`src/design/arc_pkg.sv`:
```
// ----------------------------------------------------------------------------
// arc_pkg
// Shared types and constants for the ARP responder with address cache.
// ----------------------------------------------------------------------------
package arc_pkg;

  localparam int IP_W  = 32;
  localparam int MAC_W = 48;

  // input word kinds
  localparam logic OPC_HEADER = 1'b0;
  localparam logic OPC_LOOKUP = 1'b1;

  // frame kinds on the result channel
  localparam logic [1:0] FRAME_NONE    = 2'd0;
  localparam logic [1:0] FRAME_REPLY   = 2'd1;
  localparam logic [1:0] FRAME_REQUEST = 2'd2;

  // header acceptance, network order taken as plain numbers
  localparam logic [15:0] MIN_PAYLOAD_BYTES = 16'd28;
  localparam logic [15:0] HW_TYPE_ETH       = 16'h0001;
  localparam logic [15:0] PROTO_TYPE_IPV4   = 16'h0800;
  localparam logic [7:0]  HW_LEN_ETH        = 8'd6;
  localparam logic [7:0]  PROTO_LEN_IPV4    = 8'd4;
  localparam logic [15:0] OPER_REQUEST      = 16'd1;
  localparam logic [15:0] OPER_REPLY        = 16'd2;

  localparam logic [MAC_W-1:0] MAC_BCAST = {MAC_W{1'b1}};

  // register select, one bit of paddr
  localparam logic REG_OWN_IP  = 1'b0;
  localparam logic REG_OWN_MAC = 1'b1;

  // lookup token travelling down the row of cells
  typedef struct packed {
    logic             live;
    logic [IP_W-1:0]  ip;
    logic             hit;
    logic [MAC_W-1:0] mac;
  } tok_t;

  // append request broadcast to all cells
  typedef struct packed {
    logic             en;
    logic [IP_W-1:0]  ip;
    logic [MAC_W-1:0] mac;
  } wr_t;

  typedef struct packed {
    logic [1:0]       frame_kind;
    logic [MAC_W-1:0] frame_target_mac;
    logic [IP_W-1:0]  frame_target_ip;
    logic             lookup_hit;
    logic [MAC_W-1:0] lookup_mac;
    logic             cache_written;
    logic             cache_full;
  } res_t;

endpackage

```
`src/design/arc_cell.sv`:
```
// ----------------------------------------------------------------------------
// arc_cell
// One cache entry plus one stage of the lookup token path.
// ----------------------------------------------------------------------------
module arc_cell import arc_pkg::*; #(
  parameter int IDX_W    = 7,
  parameter int CNT_W    = 8,
  parameter int CELL_IDX = 0
) (
  input  logic             clk,
  input  logic             rst_n,
  input  wr_t              wr,
  input  logic [IDX_W-1:0] wr_idx,
  input  logic [CNT_W-1:0] count,
  input  tok_t             tok_in,
  output tok_t             tok_out
);

  logic [IP_W-1:0]  ip_r;
  logic [MAC_W-1:0] mac_r;
  tok_t             tok_r;
  tok_t             tok_nxt;
  logic             cell_wr;
  logic             match;

  assign cell_wr = wr.en && (wr_idx == IDX_W'(CELL_IDX));

  // only entries below the fill count take part
  assign match = tok_in.live && !tok_in.hit && (count > CNT_W'(CELL_IDX))
                 && (ip_r == tok_in.ip);

  always_comb begin
    tok_nxt = tok_in;
    if (match) begin
      tok_nxt.hit = 1'b1;
      tok_nxt.mac = mac_r;
    end
  end

  always_ff @(posedge clk) begin
    if (cell_wr) begin
      ip_r  <= wr.ip;
      mac_r <= wr.mac;
    end
  end

  always_ff @(posedge clk) begin
    if (!rst_n) begin
      tok_r <= '0;
    end else begin
      tok_r <= tok_nxt;
    end
  end

  assign tok_out = tok_r;

endmodule

```
`config.mk`:
```
export PLATFORM = sky130hd
export DESIGN_NAME = arc_cell
export DESIGN_NICKNAME = d
export VERILOG_FILES = /design/src/design/arc_pkg.sv /design/src/design/arc_cell.sv
export SDC_FILE = /design/constraint.sdc
export NUM_CORES = 1
export LEC_CHECK = 0
export ABC_CLOCK_PERIOD_IN_PS = 3600
export BUFFER_PORTS_ARGS = -buffer_cell sky130_fd_sc_hd__buf_2
export CAP_MARGIN = 20
export CORE_MARGIN = 4
export CORE_UTILIZATION = 46
export DETAILED_ROUTE_END_ITERATION = 7
export PLACE_DENSITY_LB_ADDON = 0.3
export SLEW_MARGIN = 40
export SYNTH_ARGS = -nofsm -noshare
export SYNTH_HDL_FRONTEND = slang
export SYNTH_SLANG_ARGS = --single-unit
export TNS_END_PERCENT = 50
```
`constraint.sdc`:
```
create_clock -name clk -period 3.6 [get_ports clk]
set_input_delay 0.54 -clock clk [delete_from_list [all_inputs] [get_ports clk]]
set_output_delay 0.54 -clock clk [all_outputs]
set_load 0.03 [all_outputs]
```
# Word level (Yosys, flattened, before mapping)
# Index checks and enable logic that the tools add are counted.
# word_totals
ff_bits,162
in_bits,180
output_inout_bits,82
wordCells,15
# op_classes
order_cmp,1
eq_ne,1
muxes,1
n_reduce_logical,6
# op_table
operator,count
$mux W49,1
$eq A32 B32 Y1,1
$gt A8 B1 Y1 const B,1
$logic_not A7 Y1,1
$logic_and A1 B1 Y1,4
$logic_not A1 Y1,1

# Longest topological paths before layout
# Gate-level depths: netlist (run 1).
# depth
depth_word,5
mapped_depth,7
depth_no_buf,5

# Worst setup path after synthesis (run 1)
# No wires, ideal clock.
# synth_path
path_type,input -> register
startpoint,input wr_idx[1]
endpoint,"register ip_r[0], enable pin"
setup_time_ns,0.448
arrival_ns,2.772
required_ns,3.152
slack_ns,0.380
cell_stages,2
path_buffers,0
path_cell_list,nor4_1 -> and4b_1
# synth_between
elab_chain_len,2
# synth_lines
element,line_no,text
"start, declared",arc_cell.sv:13,"input logic [IDX_W-1:0] wr_idx,"
$logic_not A7 Y1,arc_cell.sv:26,assign cell_wr = wr.en && (wr_idx == IDX_W'(CELL_IDX));
$logic_and A1 B1 Y1,arc_cell.sv:26,
named net cell_wr,arc_cell.sv:23,logic cell_wr;
"end signal, assigned",arc_cell.sv:42,ip_r <= wr.ip;
"end, declared",arc_cell.sv:19,logic [IP_W-1:0] ip_r;
# The timed path passes the listed nets, and every way through them passes these cells.
# A chain may end at the register's enable or synchronous reset.

# Worst setup path in the final report (run 1)
# layout_path
startpoint,register ip_r[28]
endpoint,"register tok_r, in the netlist tok_out[44]"
# layout_between
elab_chain_len,3
# layout_lines
element,line_no,text
$eq A32 B32 Y1,arc_cell.sv:30,&& (ip_r == tok_in.ip);
$logic_and A1 B1 Y1,arc_cell.sv:30,
$mux W49,arc_cell.sv:34,if (match) begin
"end signal, assigned",arc_cell.sv:51,tok_r <= tok_nxt;
"end, declared",arc_cell.sv:21,tok_t tok_r;
# Every way passes these cells.

==> results of run 1 <==
==> stage by stage <==
stage	hold slack, ns	power [mW]
floorplan	0.4825	2.212
global placement	0.4856	2.374
detailed placement	0.5024	2.384
CTS	0.2736	4.153
global route	0.2713	4.273
finish	0.2961	4.109
==> flip-flops by register name, summed over array words and instances (netlist names) <==
signal,flops
ip_r,32
tok_out,82
mac_r,48
==> cell type report <==
type                    instances  area, um^2  share of cell area, %
clock buffers                  22       444.2                  5.813
clock inverters                10       135.1                  1.768
multi-input cells             230        1470                  19.24
flip-flops and latches        162        4044                  52.92
well taps                     147       183.9                  2.407
repair buffers                265        1364                  17.85
==> cells in the mapped netlist (all sizes together) <==
master / number
clkbuf: 14
nor2: 1
nand3: 2
nand2: 99
nor3: 1
mux2i: 48
nor3b: 1
edfxtp: 80
dfxtp: 82
o21a: 1
and4b: 1
buf: 5
and2: 33
nor4: 11
xor2: 32
==> metal layers <==
metal  track usage (%)  share of wire (%)  vias to the layer above
met5                 0                  0                        -
met4             9.486                3.6                        0
met3             7.368                8.6                       38
met2             31.80                 50                      194
met1             20.49                 37                     1763
li1                  -                  -                     1923
==> worst max-delay path, delay by kind of cell, from the launching register on <==
kind          cells  cell delay [ns]
simple gates      3             0.88
flops             1             0.38
buf+inv           1             0.34
mux               1             0.24
xor+xnor          1             0.15
==> cells by family after synthesis <==
group / synth area share [%]
xor+xnor: 4.998
buf+inv: 1.740
mux: 8.568
compound gates: 0.1339
flops: 72.11
simple gates: 12.45
==> power by group through the flow <==
stage	registers (mW)	logic [mW]	clock network, mW
floorplan	2.14	0.0742	0
global placement	2.04	0.336	0
detailed placement	2.04	0.345	0
CTS	2.00	0.347	1.81
global route	2.00	0.371	1.90
finish	2.00	0.342	1.77
==> worst paths after layout <==
check | startpoint | endpoint | slack, ns | depth (start not counted)
max | ip_r[28] | tok_out[44] | 1.47 | 6
max reg2reg | ip_r[28] | tok_out[44] | 1.47 | 6
min | wr[31] | mac_r[31] | 0.30 | 1
min reg2reg | mac_r[45] | tok_out[45] | 0.51 | 2
==> metrics.yaml, run 1 <==
critical_path:
  worstPathRequired_ns: 3.94
  path_max_fanout: 49
  crit_type: "flip-flop to flip-flop"
  cp-start-kind: "flip-flop"
  slowest_stage: "nor4_1"
  end_kind: "flip-flop"
  max_stage_delay_ns: 0.40
  cp_cell_sequence: "xor2_1 > nor4_1 > nand2_1 > nor4_4 > buf_12 > mux2i_1"
  worstPathArrival_ns: 2.46
sta:
  relSlewSlack_pct: 51.71
  timing_hold_violations_final: 0
  fin_crit_ns: 2.128
  fin_tns_setup_ns: 0
  setup_viol: 0
  setup_slack_ns: 1.472
  fmax_mhz: 469.8
  slew_viol_final: 0
  finClkSkew_ns: 0.01017
  rsz0062_at_grt: "no"
  post-route-period-util_pct: 59.12
  tightest_slew_ns: 0.7244
place:
  placed_area_mm2: 0.007062
  placedCellCount: 804
  gp_congestion: 0.7854
  dp_hpwl_um: 9641
  pre_cts_slack_ns: 1.176
  io_buffers: 261
synth:
  syn_area_per_cell_um2: 13.64
  yosysWarnings: 0
  synth_fp_nets: 591
  yosysSeqAreaShare_pct: 72.11
  synth_area_leaders: "edfxtp_1 43%, dfxtp_1 29%, mux2i_1 8.6%"
  synthDominantCellAreaShare_pct: 42.84
  ys_types: 17
  ys_seq_elements: 162
  synth_area_mm2: 0.005608
  synth_largest_area_cell: "edfxtp_1"
  synth_cells: 411
clock_network:
  cts_tree: "done"
  ctsResizeCount: 0
  clk_path_buf_depth: 2
  htree_levels: 4
  postCtsSetupBuffers: 0
  numCtsBuffers: 17
  cts_sinks: 162
  cts-root-buf: "clkbuf_16"
  worstSkewPairLatency_ns: 0.41
  hold_buffers: 0
  clkSlewWorstSetupHoldPaths_ns: 0.06
power_and_ir_drop:
  power.share.sequential_pct: 48.7
  p_sw_mw: 0.8986
  powerDensity_mw_per_mm2: 537.7
  p_int_mw: 3.210
  p_leak_nw: 3.354
  switching_share_pct: 21.87
  clock_power_share_pct: 43.0
  ir_worst_vdd_mv: 0.3512
  combinationalPowerShare_pct: 8.3
die:
  fp-row-count: 40
  ios: 262
  core_area_mm2: 0.01196
  die_area_mm2: 0.01402
  die_w_um: 118.4
  start_util_pct: 46.88
  dieHeight_um: 118.4
cells_and_area:
  syn2layout_area_growth_pct: 36.26
  fin_cells: 836
  drive_gt1_share_pct: 42.67
  mostFrequentLayoutCells: "260 x buf_2, 99 x nand2_1, 82 x dfxtp_1, 80 x edfxtp_1, 48 x mux2i_1"
  layout.nets: 856
  post-route-cell-area_mm2: 0.007641
  num_antenna_cells: 0
  fin_util_pct: 63.88
  mostFrequentLayoutCell: "buf_2"
  fill_cells: 958
global_routing:
  grt_pass1_vias: 4065
  antenna_found_initial: 0
  track_usage_pct: 18.79
  grt-ovfl-total: 0
  grt_max_degree: 80
  grt_first_pass_wirelength_um: 20110
route:
  ant_nets: 0
  first_pass_iters: 4
  route.detailed.drc: 0
  viasPerCell: 4.687
  finalWirelength_um: 13070
  num_vias: 3918
  drt-initial-drc-count: 233
  routedWlPerCell_um: 15.63
run_status:
  status: "finished, final reports clean"
worst_hold_path:
  hold_path.class: "input port to flip-flop"
job:
  cap_violations: 0
Power figures use the tool's default switching activity.
==> run 2: changes to the inputs <==
- ABC_CLOCK_PERIOD_IN_PS: 3600 -> 1800
- CORE_UTILIZATION: 46 -> 42
- clock period: 3.6 -> 1.8 ns (I/O delays scaled with it)
==> run 2 against run 1 <==
Highest routed layer is now met5; clock skew is 0.0032 ns lower; sequential share of layout area shrank 1.7 points; utilization is 2.3 points lower; critical endpoint is now tok_out[9]; clock power rose by 92%; total power grew 97%; the flow now finishes with violations (setup timing); worst hold slack got worse by 0.27 ns; combinational power increased by 100%; count of clock-buffer cells in the layout unchanged; cell count increased by 4.3%; critical path depth is 1 higher; register-to-register slack got worse by 1.7 ns.
==> metrics.yaml, run 2 (synthesis gave the netlist of run 1 again) <==
cells_and_area:
  fin_util_pct: 61.58
  syn2layout_area_growth_pct: 40.83
  mostFrequentLayoutCells: "260 x buf_2, 98 x nand2_1, 82 x dfxtp_1, 80 x edfxtp_1, 48 x mux2i_1"
  mostFrequentLayoutCell: "buf_2"
  layout.nets: 866
  largest_reg_flops: 82
  drive_gt1_share_pct: 44.21
critical_path:
  worstPathRequired_ns: 2.13
  setup.worst_path.start: "ip_r[29]"
  worstSetupEndpoint: "tok_out[9]"
  max_stage_delay_ns: 0.38
  reg2reg_slack_ns: -0.22
  end_kind: "flip-flop"
  timing.rr.end: "tok_out[9]"
  cp_cell_sequence: "xor2_1 > nor4_2 > nand3_1 > nor4_4 > buf_4 > clkbuf_16 > mux2i_1"
  timing.rr.start: "ip_r[29]"
  worstPathArrival_ns: 2.36
  slowest_stage: "edfxtp_1"
  rr_worst_depth: 7
  path_max_fanout: 6
  cp-start-kind: "flip-flop"
  crit_type: "flip-flop to flip-flop"
power_and_ir_drop:
  p_sw_mw: 1.779
  switching_share_pct: 21.97
  power_mw: 8.098
  ir_worst_vdd_mv: 0.5425
  clock_power_share_pct: 42.0
  powerDensity_mw_per_mm2: 1025
  p_int_mw: 6.320
  power.share.sequential_pct: 49.4
  combinationalPowerShare_pct: 8.6
  p_leak_nw: 3.458
die:
  die_w_um: 123.6
  dieHeight_um: 123.6
  die_area_mm2: 0.01526
  fp-row-count: 41
  core_area_mm2: 0.01282
  start_util_pct: 43.73
  ios: 262
sta:
  timing_hold_violations_final: 0
  post-route-period-util_pct: 112.4
  relSlewSlack_pct: 64.88
  finClkSkew_ns: 0.006973
  fmax_mhz: 494.2
  slew_viol_final: 0
  fin_crit_ns: 2.023
  hold_ws_ns: 0.03097
  setup_viol: 48
  rsz0062_at_grt: "yes"
  setup_slack_ns: -0.2233
  tightest_slew_ns: 0.5269
place:
  io_buffers: 261
  dp_hpwl_um: 10190
  gp_congestion: 0.7689
clock_network:
  numCtsBuffers: 17
  cts_sinks: 162
  clkSlewWorstSetupHoldPaths_ns: 0.06
  cts_tree: "done"
  hold_buffers: 0
  clk_path_buf_depth: 2
  htree_levels: 4
  worstSkewPairLatency_ns: 0.41
  cts-root-buf: "clkbuf_16"
route:
  route.detailed.drc: 0
  finalWirelength_um: 13620
  ant_nets: 0
  viasPerCell: 4.581
  routedWlPerCell_um: 15.62
  wl_met1_um: 4850
  first_pass_iters: 4
  top_layer_used: "met5"
  num_vias: 3995
  met3_length_um: 1338
  wl_met2_um: 7116
  drt-initial-drc-count: 134
global_routing:
  grt-ovfl-total: 0
  grt_max_degree: 131
  antenna_found_initial: 2
  grt_pass1_vias: 4023
  grt_first_pass_wirelength_um: 20000
  track_usage_pct: 17.64
worst_hold_path:
  hold_path.class: "input port to flip-flop"
run_status:
  violations: "setup timing"
  status: "finished with violations"
job:
  cap_violations: 0
run 2: stage by stage:
step | cells | worst slack, ns | TNS [ns] | cell area (um^2)
finish | 872 | -0.2233 | -8.872 | 7898
global route | 872 | -0.3621 | -15.03 | 7898
CTS | 870 | -0.2457 | -10.11 | 7851
detailed placement | 835 | -0.2888 | -11.74 | 7188
global placement | 835 | -0.2842 | -13.02 | 7188
floorplan | 411 | -0.05516 | -0.4965 | 5612
run 2: cell type report:
type / instances / area (um^2)
fillers: 1048 / 4927
flip-flops and latches: 162 / 4044
repair buffers: 275 / 1563
multi-input cells: 230 / 1509
clock buffers: 22 / 454.2
well taps: 172 / 215.2
clock inverters: 10 / 110.1
diodes: 1 / 2.502
run 2: worst min-delay path by stage:
stage          startpoint        end  cells after the start
3_3_place_gp       wr[30]  mac_r[30]                      1
5_1_grt            wr[39]  mac_r[39]                      1
6_report           wr[33]  mac_r[33]                      1
2_1_floorplan      wr[48]    ip_r[0]                      0
3_5_place_dp       wr[30]  mac_r[30]                      1
4_1_cts            wr[30]  mac_r[30]                      1
run 2: metal layers:
metal | vias up | track usage [%]
met3 | 27 | 6.176
met2 | 170 | 31.19
met4 | 2 | 7.751
met5 | - | 0
met1 | 1850 | 18.99
li1 | 1946 | -
run 2: repair_timing:
action                                 CTS  global route
endpoints found under the hold margin    0             0
gates cloned                             2             1
setup buffers                            1             0
pin swaps                                0             1
resized for setup                        7             3
setup endpoints to repair               49            49
run 2: power by group through the flow:
stage	Combinational, mW	Sequential, mW	Clock, mW
final	0.699	4.00	3.40
after floorplan	0.149	4.28	0
after global placement	0.682	4.08	0
after CTS	0.705	4.00	3.47
after detailed placement	0.698	4.08	0
after global routing	0.761	4.01	3.63
run 2: critical path: cells and delay by family (launching register included):
family | cells | cell delay, ns
XOR/XNOR | 1 | 0.17
buffers and inverters | 2 | 0.40
flip-flops | 1 | 0.38
multiplexers | 1 | 0.18
AND/OR/NAND/NOR | 3 | 0.82
